`config.mk`:
```
export PLATFORM = sky130hd
export DESIGN_NAME = jjd_state_mem
export DESIGN_NICKNAME = d
export VERILOG_FILES = /design/src/rtl/jjd_pkg.sv /design/src/rtl/jjd_state_mem.sv
export SDC_FILE = /design/constraint.sdc
export NUM_CORES = 1
export LEC_CHECK = 0
export ABC_AREA = 0
export BUFFER_PORTS_ARGS = -buffer_cell sky130_fd_sc_hd__buf_4
export CELL_PAD_IN_SITES_DETAIL_PLACEMENT = 0
export CELL_PAD_IN_SITES_GLOBAL_PLACEMENT = 1
export CORE_UTILIZATION = 45
export DETAILED_ROUTE_END_ITERATION = 7
export PLACE_DENSITY = 0.72
export SLEW_MARGIN = 20
export SYNTH_ARGS = -nofsm -noshare
export SYNTH_HDL_FRONTEND = slang
export SYNTH_SLANG_ARGS = --single-unit
```
`constraint.sdc`:
```
create_clock -name clk -period 2.3 [get_ports clk]
set_clock_uncertainty 0.1 [all_clocks]
set_input_delay 0.23 -clock clk [delete_from_list [all_inputs] [get_ports clk]]
set_output_delay 0.23 -clock clk [all_outputs]
set_load 0.02 [all_outputs]
```
`src/rtl/jjd_pkg.sv`:
```
// Shared constants, types and helpers for the joint jam detector.
package jjd_pkg;

  // Block sizing. WINDOW must be a power of two (average is a shift).
  localparam int NUM_JOINTS = 20;
  localparam int WINDOW     = 16;

  // Fixed field widths.
  localparam int JOINT_W  = 5;
  localparam int SAMPLE_W = 13;
  localparam int PADDR_W  = 3;
  localparam int PDATA_W  = 32;

  // Derived widths.
  localparam int LOG2_W     = $clog2(WINDOW);
  localparam int SLOT_W     = (WINDOW > 1) ? $clog2(WINDOW) : 1;
  localparam int FILL_W     = $clog2(WINDOW + 1);
  localparam int SUM_W      = SAMPLE_W + LOG2_W;
  localparam int RING_DEPTH = NUM_JOINTS * WINDOW;
  localparam int RING_AW    = (RING_DEPTH > 1) ? $clog2(RING_DEPTH) : 1;
  localparam int STATE_AW   = (NUM_JOINTS > 1) ? $clog2(NUM_JOINTS) : 1;

  typedef logic [JOINT_W-1:0]         joint_t;
  typedef logic signed [SAMPLE_W-1:0] sample_t;
  typedef logic signed [SUM_W-1:0]    sum_t;
  typedef logic [SLOT_W-1:0]          slot_t;
  typedef logic [FILL_W-1:0]          fill_t;
  typedef logic [RING_AW-1:0]         ring_addr_t;
  typedef logic [STATE_AW-1:0]        state_addr_t;

  // Transition codes reported per result.
  typedef enum logic [1:0] {
    TRANS_NONE     = 2'd0,
    TRANS_JAMMED   = 2'd1,
    TRANS_RELEASED = 2'd2
  } trans_t;

  // Configuration register indexes.
  typedef enum logic {
    REG_LOW_THRESHOLD  = 1'b0,
    REG_HIGH_THRESHOLD = 1'b1
  } reg_idx_t;

  // Per-joint state kept in the state memory.
  typedef struct packed {
    sum_t sum;
    logic trig;
  } joint_state_t;

  // State memory write port.
  typedef struct packed {
    logic         we;
    state_addr_t  addr;
    joint_state_t data;
  } state_wr_t;

  // Trigger thresholds from the register block.
  typedef struct packed {
    sample_t low;
    sample_t high;
  } thresholds_t;

  // Ring memory address: joint row, slot within the window.
  function automatic ring_addr_t ring_addr(state_addr_t j, slot_t s);
    return RING_AW'(int'(j) * WINDOW + int'(s));
  endfunction

endpackage

```
`src/rtl/jjd_state_mem.sv`:
```
// Per-joint sum and trigger memory with valid bits and write bypass.
module jjd_state_mem (
  input  logic                  clk,
  input  logic                  rst,
  input  logic                  re,
  input  jjd_pkg::state_addr_t  raddr,
  input  jjd_pkg::state_wr_t    wr,
  output jjd_pkg::joint_state_t rdata
);

  jjd_pkg::joint_state_t mem [jjd_pkg::NUM_JOINTS];
  logic [jjd_pkg::NUM_JOINTS-1:0] valid;
  jjd_pkg::joint_state_t rd_raw;
  jjd_pkg::joint_state_t byp_data;
  logic                  byp;
  logic                  vld_r;

  // Array write and registered read
  always_ff @(posedge clk) begin
    if (wr.we) mem[wr.addr] <= wr.data;
    if (re) begin
      rd_raw   <= mem[raddr];
      byp_data <= wr.data;
    end
  end

  // Valid bits and read select flags
  always_ff @(posedge clk) begin
    if (rst) begin
      valid <= '0;
      byp   <= 1'b0;
      vld_r <= 1'b0;
    end else begin
      if (wr.we) valid[wr.addr] <= 1'b1;
      if (re) begin
        byp   <= wr.we && (wr.addr == raddr);
        vld_r <= valid[raddr];
      end
    end
  end

  // Same-edge write wins; never written reads as reset value
  assign rdata = byp ? byp_data : (vld_r ? rd_raw : '0);

endmodule
```
* Yosys cells after proc, flatten, opt, wreduce, memory -nomap -nowiden *
Memory sizes are Yosys's and may differ from the RTL's. A register that Yosys moved wholly into a read port is not among the register bits.
Cells that the tools add are included.

cells by class
  reduce and logical (&&, ||, !) cells = 2
  div/mod/pow operators = 0
  multiplexer cells = 8
  bitwise logic cells = 1
  equality and inequality tests = 1
  order comparisons = 3
  shifts and indexed selects = 0
  $mul = 0
  add/sub/neg operators = 0

operator list
  operator                                                                              count
  18-bit two-way mux                                                                    2
  20-bit bitwise OR                                                                     1
  5-bit by 6-bit less-than comparator with 1-bit output (second input constant)         2
  1-bit binary-select mux with 5-bit select                                             1
  1-bit demux with 5-bit select                                                         1
  5-bit == test                                                                         1
  5-bit by 1-bit greater-or-equal comparator with 1-bit output (second input constant)  1
  1-bit two-way mux                                                                     4
  1-bit logical AND                                                                     2

word-level totals
  word-level logic and storage cells = 21
  output and inout bits = 18
  latch bits = 0
  RAM bits = 360
  bits in registers = 40
  memory bits (read-only) = 0
  memories kept = 1

memories
  name  depth  bits a word  read ports  clocked after memory_dff  write ports  RTL line             RTL
  mem   20     18           1           1                         1            jjd_state_mem.sv:11  jjd_pkg::joint_state_t mem [jjd_pkg::NUM_JOINTS];

* Logic depth before layout (Yosys ltp) *
  word-level depth = 5
  gate-level depth with buffers = 8
  depth with buffers taken out = 4

* Least setup slack after synthesis *
Ideal clock, no wire load.

  path type = input to register
  from = input wr[18] (netlist bit)
  to = memory mem[12][0] (netlist bit), enable pin
  setup slack = 218 ps
  arrival time = 1588 ps
  buffers on the path = 0
  library setup time = 394 ps
  stages = 2
  path through = or3b_2 > nor2_1

RTL lines
  what             RTL line             RTL
  start, declared  jjd_state_mem.sv:7   input jjd_pkg::state_wr_t wr,
  end, declared    jjd_state_mem.sv:11

Straight into the memory's write port.

==> out/qor.yml <==
status: "complete, no violations"
viasPerCell: 5.627
synth_cell_types: 38
chipHeight_um: 190.9
syn_to_final_growth_pct: 17.09
hpwl_um: 20720
synth_top_family_by_area: "multiplexers"
synth_cells: 807
layout.nets: 961
clockBufferDepth: 3
grt-ovfl-total: 0
leakage_nw: 6.334
met1_usage_pct: 28.45
startpoint_type: "flop"
synth.most_common_cell: "edfxtp_1"
vdd_ir_drop_max_v: 0.0005264
row_count: 68
p_per_area_nw_per_um2: 825.7
cts.sinks: 418
core_area_um2: 34800
fin_crit_sh_pct: 88.80
finalSetupViolations: 0
synth_compound_area_share_pct: 3.882
power.total_w: 0.01552
grt_setup_unrepaired: "false"
hp-class: "primary input to flop"
worst-endpoint-required_ns: 1.97
synth_mux_area_share_pct: 13.49
drv_slew: 0
drc: 0
antenna_found_initial: 0
fin_setup_tns_ns: 0
synth.area.top_cells: "edfxtp_1 (74%), mux4_2 (7.3%), mux2i_1 (4.0%)"
grt_pass1_vias: 7920
finalHoldViolations: 0
fmax_mhz: 489.6
finalCriticalPeriod_ns: 2.042
clk_latency_ns: 0.53
die_w_um: 190.9
tightest_slew_ns: 0.6241
yosysWarnings: 0
synth-edff-count: 396
relSlewSlack_pct: 58.40
critPathCaptureType: "primary output"
ys_seq_elements: 418
cts_inserted_buffers: 42
cts_max_level: 2
dp_slack_ns: 0.09506
postSynth.topFlopCell: "edfxtp_1"
top_usage_layer: "met2"
drtIter0Drc: 739
seq_area_frac_synth_pct: 76.83
max-cap-violations: 0
wirelength_um: 34730
ant_nets: 0
grt_pass1_wl_um: 51570
async_reset_ff_share_pct: 0
antenna_cells_inserted: 0
portBuffers: 49
cts_root_buffer: "clkbuf_16"
path_clk_slew_ns: 0.06
path_max_fanout: 18
syn_area_um2: 16050
yosysTopAreaCell: "edfxtp_1"
drtPass1Iterations: 4
synth_fp_nets: 839
cts_tree: "yes"
syn_avg_cell_area_um2: 19.89
initial_core_util_pct: 46.13
setup_ws_ns: 0.2577
synth_xor_area_share_pct: 0.2728
grt_util_met3_pct: 3.036
grt_usage_pct: 19.70
io_pins: 50
routed-via-count: 7940
gp_congestion: 0.7481
cp.arrival_ns: 1.71
synth_common_cells: "edfxtp_1 (396), mux2i_1 (64), nor2_1 (61), mux4_2 (52), a22o_1 (33)"
grt_max_degree: 41
final_core_util_pct: 54.01
hold_slack_ns: 0.1505
synth-simple-area-share_pct: 3.297
gr-usage-met2_pct: 31.49
n_fill_cell: 2684
wire_per_inst_um: 24.61
die_area_um2: 36430
drive_above_1_share_pct: 24.37
yosys.area.top_type_share_pct: 74.08
path_class: "flop to primary output"
synthAdderAreaFrac_pct: 0
placed cells by master (no fill, tap or decap), types with 2 or more instances in the layout:
cell,n
a211oi_1,2
a21oi_1,17
a22o_1,33
buf_12,18
buf_4,84
clkbuf_1,15
clkbuf_16,43
clkinv_1,3
clkinv_2,7
dfxtp_1,22
dlygate4sd3_1,21
edfxtp_1,396
inv_1,15
mux2i_1,64
mux4_1,13
mux4_2,52
nand2b_1,2
nand3_1,2
nand3b_1,4
nor2_1,41
nor2_2,20
nor2b_1,8
nor3_1,2
nor4_1,16
o22ai_1,30
or3_1,3
or3b_1,2
or3b_2,4
xor2_1,4
path summary, 6_finish.rpt:
kind / start / cells past startpoint / to / slack [ns]
min reg2reg: valid[7]$_SDFFE_PP0P_ / 2 / valid[7]$_SDFFE_PP0P_ / 0.37
max reg2reg: mem[15][5]$_DFFE_PP_ / 4 / rd_raw[5]$_DFFE_PP_ / 0.32
min: re / 1 / byp_data[15]$_DFFE_PP_ / 0.15
max: vld_r$_SDFFE_PP0P_ / 4 / rdata[17] / 0.26
report_power, final:
part	leakage (nW)	switching, W	internal [W]
combinational	1.96	0.000466	0.000346
clock	0.598	0.00266	0.00354
sequential	3.77	0.0000380	0.00847
total	6.33	0.00316	0.0124
per-stage QoR:
step / std cells / instance area [um^2]
floorplan: 807 / 16050
global placement: 1319 / 17360
detailed placement: 1319 / 17360
CTS: 1411 / 18790
global route: 1411 / 18790
finish: 1411 / 18790
cell families (layout without fill, tap and decap cells):
group,after synthesis,in the layout
AO/OA/AOI/OAI,87,87
XOR/XNOR,5,5
buffers and inverters,60,209
flip-flops,418,418
multiplexers,130,130
AND/OR/NAND/NOR,107,107
state kept, by name, summed over array words and instances, names as in the netlist:
signal    flops
mem         360
valid        20
byp_data     18
rd_raw       18
byp           1
vld_r         1
layout make-up:
class | count | area, um^2 | share of cell area, %
inverters | 15 | 56.30 | 0.2996
multi-input cells | 329 | 3411 | 18.15
clock inverters | 13 | 92.59 | 0.4926
well taps | 455 | 569.3 | 3.029
flip-flops and latches | 418 | 12330 | 65.61
repair buffers | 123 | 1201 | 6.391
clock buffers | 58 | 1132 | 6.025
what timing repair did:
action	4_1_cts	5_1_grt
resized for setup	0	0
setup endpoints to repair	0	0
hold buffers	21	0
endpoints found under the hold margin	399	0
buffers inserted	0	0
worst max-delay path, cell delays in order, from the launching register on:
cell and delay [ns]:
dfxtp_1 0.32, nor2b_1 0.12, buf_4 0.30, a22o_1 0.27, buf_4 0.17
routing by layer:
metal / routed length (um) / share of wire [%] / vias up
li1: - / - / 3543
met4: 528 / 1.5 / 0
met1: 15750 / 45 / 4155
met5: 0 / 0 / -
met3: 1793 / 5.2 / 41
met2: 16650 / 48 / 201
No activity file was read; power rests on OpenSTA's default activity.
