==> config.mk <==
export PLATFORM = sky130hd
export DESIGN_NAME = jjd_cfg_regs
export DESIGN_NICKNAME = d
export VERILOG_FILES = /design/src/rtl/jjd_pkg.sv /design/src/rtl/jjd_cfg_regs.sv
export SDC_FILE = /design/constraint.sdc
export NUM_CORES = 1
export LEC_CHECK = 0
export ABC_AREA = 0
export ABC_CLOCK_PERIOD_IN_PS = 800
export BUFFER_PORTS_ARGS = -buffer_cell sky130_fd_sc_hd__buf_2
export CORE_ASPECT_RATIO = 0.9
export CORE_UTILIZATION = 37
export DETAILED_ROUTE_END_ITERATION = 8
export GPL_TIMING_DRIVEN = 0
export PLACE_DENSITY = 0.84
export SYNTH_ARGS = -nofsm -noshare
export SYNTH_HDL_FRONTEND = slang
export SYNTH_SLANG_ARGS = --single-unit
export TNS_END_PERCENT = 50
==> constraint.sdc <==
create_clock -name clk -period 0.8 [get_ports clk]
set_input_delay 0 -clock clk [delete_from_list [all_inputs] [get_ports clk]]
set_output_delay 0 -clock clk [all_outputs]
set_load 0.1 [all_outputs]
==> src/rtl/jjd_pkg.sv <==
// Shared constants, types and helpers for the joint jam detector.
package jjd_pkg;

  // Block sizing. WINDOW must be a power of two (average is a shift).
  localparam int NUM_JOINTS = 20;
  localparam int WINDOW     = 16;

  // Fixed field widths.
  localparam int JOINT_W  = 5;
  localparam int SAMPLE_W = 13;
  localparam int PADDR_W  = 3;
  localparam int PDATA_W  = 32;

  // Derived widths.
  localparam int LOG2_W     = $clog2(WINDOW);
  localparam int SLOT_W     = (WINDOW > 1) ? $clog2(WINDOW) : 1;
  localparam int FILL_W     = $clog2(WINDOW + 1);
  localparam int SUM_W      = SAMPLE_W + LOG2_W;
  localparam int RING_DEPTH = NUM_JOINTS * WINDOW;
  localparam int RING_AW    = (RING_DEPTH > 1) ? $clog2(RING_DEPTH) : 1;
  localparam int STATE_AW   = (NUM_JOINTS > 1) ? $clog2(NUM_JOINTS) : 1;

  typedef logic [JOINT_W-1:0]         joint_t;
  typedef logic signed [SAMPLE_W-1:0] sample_t;
  typedef logic signed [SUM_W-1:0]    sum_t;
  typedef logic [SLOT_W-1:0]          slot_t;
  typedef logic [FILL_W-1:0]          fill_t;
  typedef logic [RING_AW-1:0]         ring_addr_t;
  typedef logic [STATE_AW-1:0]        state_addr_t;

  // Transition codes reported per result.
  typedef enum logic [1:0] {
    TRANS_NONE     = 2'd0,
    TRANS_JAMMED   = 2'd1,
    TRANS_RELEASED = 2'd2
  } trans_t;

  // Configuration register indexes.
  typedef enum logic {
    REG_LOW_THRESHOLD  = 1'b0,
    REG_HIGH_THRESHOLD = 1'b1
  } reg_idx_t;

  // Per-joint state kept in the state memory.
  typedef struct packed {
    sum_t sum;
    logic trig;
  } joint_state_t;

  // State memory write port.
  typedef struct packed {
    logic         we;
    state_addr_t  addr;
    joint_state_t data;
  } state_wr_t;

  // Trigger thresholds from the register block.
  typedef struct packed {
    sample_t low;
    sample_t high;
  } thresholds_t;

  // Ring memory address: joint row, slot within the window.
  function automatic ring_addr_t ring_addr(state_addr_t j, slot_t s);
    return RING_AW'(int'(j) * WINDOW + int'(s));
  endfunction

endpackage

==> src/rtl/jjd_cfg_regs.sv <==
// APB-style register block holding the trigger thresholds.
module jjd_cfg_regs (
  input  logic                          clk,
  input  logic                          rst,
  input  logic                          psel,
  input  logic                          penable,
  input  logic                          pwrite,
  input  logic [jjd_pkg::PADDR_W-1:0]   paddr,
  input  logic [jjd_pkg::PDATA_W-1:0]   pwdata,
  output logic [jjd_pkg::PDATA_W-1:0]   prdata,
  output logic                          pready,
  output jjd_pkg::thresholds_t          thr
);

  jjd_pkg::reg_idx_t idx;
  logic              wr_en;

  // Word aligned: byte lane bits are ignored
  assign idx    = jjd_pkg::reg_idx_t'(paddr[2]);
  assign pready = 1'b1;
  assign wr_en  = psel && penable && pwrite && pready;

  // Threshold registers
  always_ff @(posedge clk) begin
    if (rst) begin
      thr.low  <= 13'sd0;
      thr.high <= 13'sd4095;
    end else if (wr_en) begin
      unique case (idx)
        jjd_pkg::REG_LOW_THRESHOLD:  thr.low  <= pwdata[jjd_pkg::SAMPLE_W-1:0];
        jjd_pkg::REG_HIGH_THRESHOLD: thr.high <= pwdata[jjd_pkg::SAMPLE_W-1:0];
      endcase
    end
  end

  // Readback, sign extended
  always_comb begin
    unique case (idx)
      jjd_pkg::REG_LOW_THRESHOLD:
        prdata = {{(jjd_pkg::PDATA_W-jjd_pkg::SAMPLE_W){thr.low[jjd_pkg::SAMPLE_W-1]}},
                  thr.low};
      jjd_pkg::REG_HIGH_THRESHOLD:
        prdata = {{(jjd_pkg::PDATA_W-jjd_pkg::SAMPLE_W){thr.high[jjd_pkg::SAMPLE_W-1]}},
                  thr.high};
    endcase
  end

endmodule

**After elaboration in Yosys (flattened, before gate mapping)**

Index checks and enable logic that the tools add are counted.

- Word-level logic and storage cells: 8
- Bits in registers: 26

- Reductions and logical operators: 4
- Bitwise gates (word level): 1
- Mux-type cells: 1

Operators with widths:

| cell | number |
|---|---|
| $pmux W32 S2 | 1 |
| $reduce_and A2 Y1 | 2 |
| $logic_and A1 B1 Y1 | 2 |
| $not A1 Y1 | 1 |

**Longest topological paths before layout**

- Depth after elaboration: 3
- Mapped depth: 4
- Gate-level depth less buffers: 2

**Worst setup path after synthesis**

OpenSTA, ideal clock, no wires.

- Kind: reg2out
- From: register thr[12] (netlist name)
- To: output prdata[13] (netlist name)
- Slack: -1388 ps
- Path buffers: 1
- Cell stages (with the launch flop): 3
- Arrival time: 2188 ps
- Data required time: 800 ps
- Path through: dfxtp_1 mux2_2 buf_4

- Word-level cells in the longest chain between the ends: 1

RTL lines:

| what | RTL line | source |
|---|---|---|
| start, declared | jjd_cfg_regs.sv:12 | `output jjd_pkg::thresholds_t thr` |
| $pmux W32 S2 | jjd_cfg_regs.sv:38 | `unique case (idx)` |
| end, declared | jjd_cfg_regs.sv:10 | `output logic [jjd_pkg::PDATA_W-1:0] prdata,` |

Every way passes these cells.

**Worst setup path in the final report**

- From: register thr[25] (netlist name)
- To: output prdata[14] (netlist name)

Same word-level chain as after synthesis.

==> metrics.md <==
| Metric | Value |
|---|---|
| Crit path arrival time | `~1.3 ns` |
| CP endpoint | `prdata[14]` |
| Count of different cell masters after synthesis | `12` |
| Clock Sinks | `26` |
| Synth warn | `0` |
| Antenna violations before repair | `0` |
| Die width | `just under 70 µm` |
| TritonCTS clock tree | `done` |
| Final critical-path share of the clock period | `161%` |
| First-pass GRT wire length | `about 7.6 mm` |
| Worst Path Max Fanout | `6` |
| Failing checks | `setup timing` |
| Num ports | `99` |
| Final hold slack | `0.0112 ns` |
| Site Rows | `20` |
| Worst hold path class | `in2reg` |
| Largest registers | `thr: 26 flops` |
| Final Util | `a little over nine tenths` |
| GRT Total Usage | `25.7%` |
| Final hold violation count | `0` |
| Reg-to-reg endpoint | `thr[16]` |
| Sequential-to-total area share from yosys stat | `36.6%` |
| Clock Latency Late Sink | `0.27 ns` |
| R2R cell count | `3` |
| Slew @ Worst Pin | `~0.63 ns` |
| Total global routing overflow | `0` |
| Startpoint Class | `register` |
| Synth Register Bits | `26` |
| DPL Wire Length | `roughly 2.7 mm` |
| Netlist Area Pre-Place | `~0.0014 mm²` |
| Max-slew violations | `0` |
| Largest net degree at the start of global routing | `16` |
| CTS Root Cell | `clkbuf_8` |
| Die height | `60.8 µm` |
| DRC | `0` |
| Placed Instances | `between 200 and 300` |
| Port Buf Inserts | `76` |
| Final setup viols | `about 80` |
| Initial Utilization | `40.3%` |
| Core area | `about 0.0035 mm²` |
| Worst endpoint required time | `0.80 ns` |
| DR vias/cell | `around 5.4` |
| Layout fillers | `slightly above 70` |
| First DRT Iteration DRCs | `roughly 110` |
| CP startpoint | `thr[25]` |
| CP Capture Type | `output pin` |
| WS Path Type | `reg2out` |
| Reg-to-reg startpoint | `thr[16]` |
| Clk slew on worst S/H paths | `about 0.10 ns` |
| Final ANT Viol Nets | `0` |
| Final WS setup | `-0.489 ns` |
| Slew headroom | `about 58%` |
| Max reg flops | `26` |
| Lkg Pwr | `about 1.4 nW` |
| Clock buffer count from CTS | `3` |
| Die area | `0.00409 mm²` |
| Biggest register | `thr` |
| Final setup skew | `0 ns` |
| Synthesized Nets | `between 150 and 200` |
| RePlAce Congestion | `0.689` |
| Syn Inst Count | `approximately 150` |
| Tmin final | `about 1.3 ns` |
| CTS Buffer Depth | `2` |
| Detailed Route WL | `around 7.2 mm` |
| Max cap viols | `0` |
| Synthesis-to-layout area growth | `139%` |
| Mean Syn Cell Area | `9.54 µm²` |
| Routed WL per cell | `23.4 µm` |
| IR drop worst, VDD | `1280 µV` |
| Drt pass-1 iters | `4` |
| Share of cells above drive strength 1 | `64.1%` |
| H-Tree Depth | `1` |
| Vias in the first global route | `1553` |
| R2r setup slk | `-0.05 ns` |
| Final cell count without fillers | `just over 300` |
| Power Total | `between 4 and 5 mW` |
| Vias | `1648` |
| Max Freq | `about 0.78 GHz` |
| Cell Area, Placed | `between 0.002 and 0.0025 mm²` |
| Power per cell area | `1230 mW/mm²` |
| Cell area after layout | `roughly 0.0034 mm²` |
| RSZ-0062 raised after global routing | `yes` |
| Final nets | `between 300 and 400` |
| Status | `finished with violations` |
[kinds of logic (layout without fill, tap and decap cells)]
| kind of cell | after synthesis | in the layout | synth area share (%) |
|---|---|---|---|
| other | 1 | 3 | 0.264 |
| DFF | 26 | 26 | 36.6 |
| and+or+nand+nor | 53 | 53 | 19.5 |
| muxes | 39 | 42 | 28.6 |
| buffers and inverters | 30 | 140 | 15.0 |
[final cells by class]
class / count / area (µm²) / share of cell area [%]
multi-input combinational: 96 / 801 / 23.6
antenna: 2 / 5.00 / 0.147
clock buffer: 3 / 41.3 / 1.22
sequential: 26 / 618 / 18.2
clock inverter: 1 / 30.0 / 0.885
tap: 44 / 55.1 / 1.62
buffer: 30 / 294 / 8.67
timing repair buffer: 106 / 1550 / 45.6
[layer usage]
metal | track usage, % | up-vias | routed length [µm] | share of wire [%]
li1 | - | 695 | - | -
met1 | 25.7 | 817 | 2560 | 35
met2 | 53.9 | 105 | 3990 | 55
met3 | 4.14 | 31 | 391 | 5.4
met4 | 7.29 | 0 | 276 | 3.8
met5 | 0 | - | 0 | 0
[where the power goes]
part | internal (mW) | total, mW | switching (mW)
clock network | 0.671 | 1.14 | 0.469
logic | 0.666 | 1.73 | 1.06
registers | 1.26 | 1.29 | 0.0353
total | 2.59 | 4.16 | 1.57
[timing repair]
item                                    in CTS  in global routing
buffers inserted                             1                 19
endpoints found under the hold margin       11                  0
cloned                                       3                  0
pin swaps                                    0                  1
hold buffers                                10                  0
resized for setup                          228                 23
endpoints found under the setup margin      58                 79
[stage by stage]
stage / setup WS, ns / setup TNS, ns
floorplan: -0.450 / -10.25
global placement: -0.399 / -14.85
detailed placement: -0.414 / -15.98
CTS: -0.467 / -14.21
global route: -0.506 / -19.50
finish: -0.489 / -17.68
[synthesized netlist by cell type]
library cell | n | share of area (%)
buf_2 | 2 | 0.70
mux2_2 | 13 | 10
clkbuf_1 | 5 | 1.3
nor2_1 | 24 | 6.3
buf_6 | 3 | 2.4
buf_4 | 20 | 11
conb_1 | 1 | 0.26
dfxtp_1 | 26 | 37
and4b_1 | 1 | 0.70
nand2b_1 | 27 | 12
mux2i_1 | 26 | 18
and4_1 | 1 | 0.62
[worst max-delay path, stage by stage (launching register included)]
cell and delay (ns):
dfxtp_4 0.38, mux2_4 0.33, buf_6 0.14, buf_12 0.15
[cells in the final DEF (no fill, tap or decap)]
master / synthesis / routed
buf_4: 20 / 2
clkbuf_8: 0 / 3
buf_6: 3 / 42
mux2_4: 0 / 15
conb_1: 1 / 1
buf_12: 0 / 56
mux2i_1: 26 / 26
buf_8: 0 / 1
and4b_1: 1 / 1
diode_2: 0 / 2
nand2b_1: 27 / 27
nor2_1: 24 / 23
dlygate4sd3_1: 0 / 10
mux2_8: 0 / 1
clkbuf_1: 5 / 5
dfxtp_4: 0 / 26
buf_2: 2 / 20
nor2_4: 0 / 1
and4_1: 1 / 1
bufinv_16: 0 / 1
[worst min-delay path by stage]
stage,from,endpoint,slack (ns),cells past startpoint
finish,pwdata[6],thr[19],0.01,3
floorplan,pwdata[6],thr[19],0.14,2
CTS,pwdata[6],thr[19],0.002,3
detailed placement,pwdata[8],thr[21],0.27,3
global placement,pwdata[10],thr[23],0.27,3
global route,pwdata[6],thr[19],0.02,3
Power figures use the tool's default switching activity.
