### config.mk
export PLATFORM = sky130hd
export DESIGN_NAME = jjd_ring_mem
export DESIGN_NICKNAME = d
export VERILOG_FILES = /design/src/rtl/jjd_pkg.sv /design/src/rtl/jjd_ring_mem.sv
export SDC_FILE = /design/constraint.sdc
export NUM_CORES = 2
export LEC_CHECK = 0
export ABC_AREA = 1
export BUFFER_PORTS_ARGS = -buffer_cell sky130_fd_sc_hd__buf_2
export CAP_MARGIN = 20
export CORE_ASPECT_RATIO = 1.5
export CORE_MARGIN = 3
export CORE_UTILIZATION = 40
export CTS_CLUSTER_DIAMETER = 80
export CTS_CLUSTER_SIZE = 25
export DETAILED_ROUTE_END_ITERATION = 10
export SLEW_MARGIN = 30
export SYNTH_ARGS = -nofsm -noshare
export SYNTH_HDL_FRONTEND = slang
export SYNTH_MEMORY_MAX_BITS = 65536
export SYNTH_SLANG_ARGS = --single-unit
### constraint.sdc
create_clock -name clk -period 2.9 [get_ports clk]
set_input_delay 0.87 -clock clk [delete_from_list [all_inputs] [get_ports clk]]
set_output_delay 0.87 -clock clk [all_outputs]
set_load 0.02 [all_outputs]
### src/rtl/jjd_pkg.sv
// Shared constants, types and helpers for the joint jam detector.
package jjd_pkg;

  // Block sizing. WINDOW must be a power of two (average is a shift).
  localparam int NUM_JOINTS = 20;
  localparam int WINDOW     = 16;

  // Fixed field widths.
  localparam int JOINT_W  = 5;
  localparam int SAMPLE_W = 13;
  localparam int PADDR_W  = 3;
  localparam int PDATA_W  = 32;

  // Derived widths.
  localparam int LOG2_W     = $clog2(WINDOW);
  localparam int SLOT_W     = (WINDOW > 1) ? $clog2(WINDOW) : 1;
  localparam int FILL_W     = $clog2(WINDOW + 1);
  localparam int SUM_W      = SAMPLE_W + LOG2_W;
  localparam int RING_DEPTH = NUM_JOINTS * WINDOW;
  localparam int RING_AW    = (RING_DEPTH > 1) ? $clog2(RING_DEPTH) : 1;
  localparam int STATE_AW   = (NUM_JOINTS > 1) ? $clog2(NUM_JOINTS) : 1;

  typedef logic [JOINT_W-1:0]         joint_t;
  typedef logic signed [SAMPLE_W-1:0] sample_t;
  typedef logic signed [SUM_W-1:0]    sum_t;
  typedef logic [SLOT_W-1:0]          slot_t;
  typedef logic [FILL_W-1:0]          fill_t;
  typedef logic [RING_AW-1:0]         ring_addr_t;
  typedef logic [STATE_AW-1:0]        state_addr_t;

  // Transition codes reported per result.
  typedef enum logic [1:0] {
    TRANS_NONE     = 2'd0,
    TRANS_JAMMED   = 2'd1,
    TRANS_RELEASED = 2'd2
  } trans_t;

  // Configuration register indexes.
  typedef enum logic {
    REG_LOW_THRESHOLD  = 1'b0,
    REG_HIGH_THRESHOLD = 1'b1
  } reg_idx_t;

  // Per-joint state kept in the state memory.
  typedef struct packed {
    sum_t sum;
    logic trig;
  } joint_state_t;

  // State memory write port.
  typedef struct packed {
    logic         we;
    state_addr_t  addr;
    joint_state_t data;
  } state_wr_t;

  // Trigger thresholds from the register block.
  typedef struct packed {
    sample_t low;
    sample_t high;
  } thresholds_t;

  // Ring memory address: joint row, slot within the window.
  function automatic ring_addr_t ring_addr(state_addr_t j, slot_t s);
    return RING_AW'(int'(j) * WINDOW + int'(s));
  endfunction

endpackage

### src/rtl/jjd_ring_mem.sv
// Sample ring memory: one row of WINDOW samples per joint, read-before-write.
module jjd_ring_mem (
  input  logic                clk,
  input  logic                en,
  input  jjd_pkg::ring_addr_t addr,
  input  jjd_pkg::sample_t    wdata,
  output jjd_pkg::sample_t    rdata
);

  jjd_pkg::sample_t mem [jjd_pkg::RING_DEPTH];

  // Oldest sample comes out as the new one goes into the same slot
  always_ff @(posedge clk) begin
    if (en) begin
      rdata     <= mem[addr];
      mem[addr] <= wdata;
    end
  end

endmodule

# Yosys cells after proc, flatten, opt, wreduce, memory -nomap -nowiden
# Memory sizes are Yosys's and may differ from the RTL's. A register that Yosys moved wholly into a read port is not among the register bits.
# Index checks and enable logic that the tools add are counted.
[op_classes] n_mux=2
[ops] operator="1-bit 2-to-1 mux" count=2
[word_totals] input_bits=24 n_memories=1 ff_bits=0 ramBits=4160
[mem_list] memory="mem" words=320 width=13 read_ports=1 rd_clocked_by_memory_dff=1 write_ports=1 line="jjd_ring_mem.sv:10" rtl="jjd_pkg::sample_t mem [jjd_pkg::RING_DEPTH];"

# Longest topological paths before layout
[depth] word_depth=2 depth_mapped=19 mapped_depth_nobuf=15

# Least setup slack after synthesis
# No wires, ideal clock.
[synth_path] path_kind="input to register" start="input addr[0]" end="memory mem[105][0] in the netlist's numbering (enable)" t_arrival_ps=2706 stages=10 setup_ps=382 path_slack_ps=-189 path_cell_list="buf_4 inv_2 nor2_1 buf_2 buf_2 inv_1 nor2_1 inv_2 clkbuf_1 nor2_1"
[synth_lines] element="start, declared" line="jjd_ring_mem.sv:5" rtl="input jjd_pkg::ring_addr_t addr,"
[synth_lines] element="end, declared" line="jjd_ring_mem.sv:10"
# No word-level cell before the write port.

==> flow_results.xml <==
<?xml version="1.0" encoding="UTF-8"?>
<metrics>
  <group name="status">
    <metric name="run_status" unit="">finished with violations</metric>
    <metric name="failed_checks" unit="">negative setup slack</metric>
  </group>
  <group name="timing">
    <metric name="clock_skew" unit="ns">0.0522</metric>
    <metric name="period_minus_slack" unit="ns">2.92</metric>
    <metric name="report.final.hold_viol_count" unit="">0</metric>
    <metric name="post-route-period-util" unit="">1.01</metric>
    <metric name="timing.final.ws_setup" unit="ns">-0.0220</metric>
    <metric name="max_slew.worst_pin.slew" unit="ns">1.01</metric>
    <metric name="report.final.slew_viol_count" unit="">0</metric>
    <metric name="setup_viol_count_final" unit="">1</metric>
    <metric name="maxSlewHeadroom" unit="">0.327</metric>
    <metric name="max_clock_freq" unit="MHz">342</metric>
  </group>
  <group name="clocking">
    <metric name="insertion_delay_to_the_later_sink_of_the_worst_skew_pair" unit="ns">0.94</metric>
    <metric name="tritoncts_buffers" unit="">193</metric>
    <metric name="cts_tree" unit="">built</metric>
    <metric name="deepest_level_of_the_cts_h_tree" unit="">4</metric>
    <metric name="clock_tree_buffer_depth" unit="">4</metric>
    <metric name="clk_root_buffer_cell" unit="">clkbuf_16</metric>
    <metric name="clock_sink_count" unit="">4173</metric>
    <metric name="holdBufCountCts" unit="">0</metric>
    <metric name="cts.clk_slew.worst_paths" unit="ns">0.10</metric>
  </group>
  <group name="yosys">
    <metric name="yosys_warnings" unit="">0</metric>
    <metric name="syn_inst" unit="">14800</metric>
    <metric name="synthArstFlopShare" unit="">0</metric>
    <metric name="part_of_the_yosys_area_used_for_sequential_elements" unit="">0.749</metric>
    <metric name="synth_flop_cell" unit="">edfxtp_1</metric>
    <metric name="synth.top_cells.by_area" unit="">edfxtp_1 (75%), nand2_1 (18%), nor2_1 (1.5%), nand4_1 (1.0%), buf_2 (0.92%)</metric>
    <metric name="post_synthesis_mean_instance_area" unit="um^2">11.3</metric>
    <metric name="synthDominantAreaCellType" unit="">edfxtp_1</metric>
    <metric name="portion_of_synthesized_cell_area_occupied_by_the_leading_cell_type" unit="">0.749</metric>
    <metric name="number_of_unique_standard_cell_types_used_by_synthesis" unit="">19</metric>
    <metric name="synth-edff-count" unit="">4173</metric>
    <metric name="synthesis.nets" unit="">14800</metric>
    <metric name="syn-cell-area" unit="um^2">167000</metric>
    <metric name="synth.cells.most_frequent" unit="">nand2_1 (8130), edfxtp_1 (4173), nor2_1 (685)</metric>
    <metric name="most_frequent_cell_after_synthesis" unit="">nand2_1</metric>
    <metric name="ffs_latches_synth" unit="">4173</metric>
  </group>
  <group name="critical_path">
    <metric name="crit_fanout" unit="">9</metric>
    <metric name="cpMaxStageDelayCell" unit="">nor2_1</metric>
    <metric name="r2r.worst_path.cells" unit="">12</metric>
    <metric name="criticalPathCategory" unit="">primary input to register</metric>
    <metric name="crit_arrival" unit="ns">3.72</metric>
    <metric name="most_frequent_cell_on_the_critical_path" unit="">nand2_1</metric>
    <metric name="startpoint_type" unit="">primary input</metric>
    <metric name="critical_path_required" unit="ns">3.70</metric>
    <metric name="rrSetupSlack" unit="ns">0.42</metric>
    <metric name="critical-path-top-delay-family" unit="">simple AND/OR/NAND/NOR gates</metric>
    <metric name="r2r_start" unit="">mem[245][8]$_DFFE_PP_</metric>
    <metric name="end_kind" unit="">register</metric>
    <metric name="critPathBufInv" unit="">7</metric>
    <metric name="critical_path.startpoint" unit="">addr[2]</metric>
    <metric name="crit-reg2reg-capture" unit="">rdata[8]$_DFFE_PP_</metric>
    <metric name="critPathMaxStageDelay" unit="ns">0.76</metric>
    <metric name="timing.critical_path.depth" unit="">18</metric>
    <metric name="cp_endpoint" unit="">rdata[8]$_DFFE_PP_</metric>
    <metric name="cp_cell_sequence" unit="">buf_2 -&gt; inv_1 -&gt; nand2_1 -&gt; inv_8 -&gt; buf_12 -&gt; buf_12 -&gt; buf_4 -&gt; nand2_1 -&gt; nand2_1 -&gt; nor2_1 -&gt; buf_4 -&gt; nor2_1 -&gt; nor2_1 -&gt; nand2_1 -&gt; nand2_1 -&gt; nand2_1 -&gt; nor2_1 -&gt; nand2_1</metric>
  </group>
  <group name="grt">
    <metric name="top_usage_layer" unit="">met2</metric>
    <metric name="grt_antenna_before_repair" unit="">16</metric>
    <metric name="grt_pass1_wl" unit="um">751000</metric>
    <metric name="grt.met2_usage" unit="">0.417</metric>
    <metric name="overflow" unit="">0</metric>
    <metric name="globalRouteMet3Util" unit="">0.0254</metric>
    <metric name="grt_usage" unit="">0.241</metric>
    <metric name="grt.met1_usage" unit="">0.288</metric>
    <metric name="grt_pass1_vias" unit="">107000</metric>
    <metric name="pin_count_of_the_biggest_net_entering_global_routing" unit="">118</metric>
  </group>
  <group name="route">
    <metric name="avgViaCountPerCell" unit="">5.22</metric>
    <metric name="drtIter0Drc" unit="">11300</metric>
    <metric name="final_antenna_net_count" unit="">0</metric>
    <metric name="total_drc_errors_in_the_routed_layout" unit="">0</metric>
    <metric name="drt_first_pass_iters" unit="">7</metric>
    <metric name="route.final.wire_length" unit="um">523000</metric>
    <metric name="detail_route.wl_per_cell" unit="um">24.5</metric>
    <metric name="vias" unit="">111000</metric>
  </group>
  <group name="finish">
    <metric name="stdcell_count" unit="">21300</metric>
    <metric name="area_growth" unit="%">15.9</metric>
    <metric name="fillCellCount" unit="">37400</metric>
    <metric name="layout.core_utilization" unit="">0.466</metric>
    <metric name="drive_above_1_share" unit="">0.116</metric>
    <metric name="final_net_count" unit="">15800</metric>
  </group>
  <group name="run">
    <metric name="max-cap-violations" unit="">0</metric>
  </group>
  <group name="pwr">
    <metric name="irDropWorstVdd" unit="V">0.000427</metric>
    <metric name="areal_power_density_over_the_cells" unit="nW/um^2">543</metric>
    <metric name="cellLeakagePower" unit="nW">73.8</metric>
  </group>
  <group name="hold_path">
    <metric name="hold_path.class" unit="">primary input to register</metric>
  </group>
  <group name="floorplanning">
    <metric name="std_cell_rows" unit="">290</metric>
    <metric name="die_area" unit="um^2">426000</metric>
    <metric name="die_y" unit="um">798</metric>
    <metric name="initial_utilization" unit="">0.402</metric>
    <metric name="io-pin-count" unit="">37</metric>
    <metric name="dieWidth" unit="um">534</metric>
    <metric name="core_area" unit="um^2">416000</metric>
  </group>
  <group name="place">
    <metric name="final_replace_weighted_congestion" unit="">0.933</metric>
    <metric name="detailed_place_hpwl" unit="um">350000</metric>
    <metric name="portBuffers" unit="">36</metric>
    <metric name="post-place-cells" unit="">21100</metric>
    <metric name="placement.setup.worst_slack" unit="ns">-1.37</metric>
  </group>
</metrics>
cell usage in the layout, fill, tap and decap left out, types with 4 or more instances in the layout:
cell type / synthesis / routed
inv_6: 0 / 4
inv_8: 0 / 5
a22oi_1: 30 / 30
clkbuf_16: 0 / 196
diode_2: 0 / 12
a21oi_1: 164 / 164
buf_12: 0 / 486
nor2_1: 685 / 596
nand2_4: 0 / 12
nand3_1: 232 / 232
inv_1: 30 / 29
o21ai_1: 207 / 211
nor2_2: 2 / 81
nor2_4: 0 / 10
edfxtp_1: 4173 / 4173
o21ai_0: 109 / 102
nand4_1: 277 / 277
nand2_1: 8130 / 8117
inv_2: 11 / 5
buf_8: 0 / 15
buf_2: 308 / 18
buf_4: 4 / 985
cell families (layout without fill, tap and decap cells):
group / count (synthesis) / after routing / share of synthesized area
AOI/OAI and AO/OA: 510 / 510 / 0.0157
buffers and inverters: 814 / 1754 / 0.0207
DFF: 4173 / 4173 / 0.749
other: 0 / 12 / 0
and+or+nand+nor: 9328 / 9328 / 0.215
how the worst min path moves through the flow:
stage / slack, ns / from / endpoint / cells after the start
CTS: 0.22 / wdata[10] / mem[71][10]$_DFFE_PP_ / 1
detailed placement: 0.98 / mem[273][12]$_DFFE_PP_ / rdata[12]$_DFFE_PP_ / 10
global route: 0.25 / wdata[10] / mem[67][10]$_DFFE_PP_ / 1
floorplan: 0.81 / mem[146][7]$_DFFE_PP_ / rdata[7]$_DFFE_PP_ / 8
global placement: 0.99 / mem[273][12]$_DFFE_PP_ / rdata[12]$_DFFE_PP_ / 10
finish: 0.28 / wdata[10] / mem[71][10]$_DFFE_PP_ / 1
where the power goes:
part	internal, mW	switching [mW]
clock network	12.2	18.0
registers	66.3	0.102
logic	2.52	6.03
total	81.1	24.1
area by class of cell:
| type | count | area, um^2 | share of cell area |
|---|---|---|---|
| Inverter | 42 | 198 | 0.00102 |
| Tap cell | 5548 | 6940 | 0.0358 |
| Antenna cell | 12 | 30.0 | 0.000155 |
| Clock buffer | 196 | 4900 | 0.0253 |
| Clock inverter | 9 | 106 | 0.000548 |
| Multi-Input combinational cell | 9838 | 39000 | 0.201 |
| Timing Repair Buffer | 1507 | 17500 | 0.0901 |
| Sequential cell | 4173 | 125000 | 0.646 |
routing by layer:
layer  wire length, um  up-vias
met3             31500     1082
met2            261000     4005
met1            192000    54900
met4             39300       10
met5                59        -
li1                  -    51300
registers in the layout, summed over array words and instances, names as in the netlist:
name / cells
rdata: 13
mem: 4160
metrics by stage:
step	hold slack, ns	power (mW)	cell area, um^2	setup TNS [ns]
after floorplan	0.815	71.2	168000	-90.58
after global placement	0.986	76.2	189000	-1408.72
after detailed placement	0.984	76.3	189000	-1458.30
after CTS	0.223	106	194000	0
after global routing	0.251	108	194000	-0.0428
final	0.280	105	194000	-0.0220
repair_timing:
item,4_1_cts,5_1_grt
cloned,0,0
endpoints found under the setup margin,9,9
setup buffers,0,0
gates resized for setup,14,15
No activity file was read; power rests on OpenSTA's default activity.
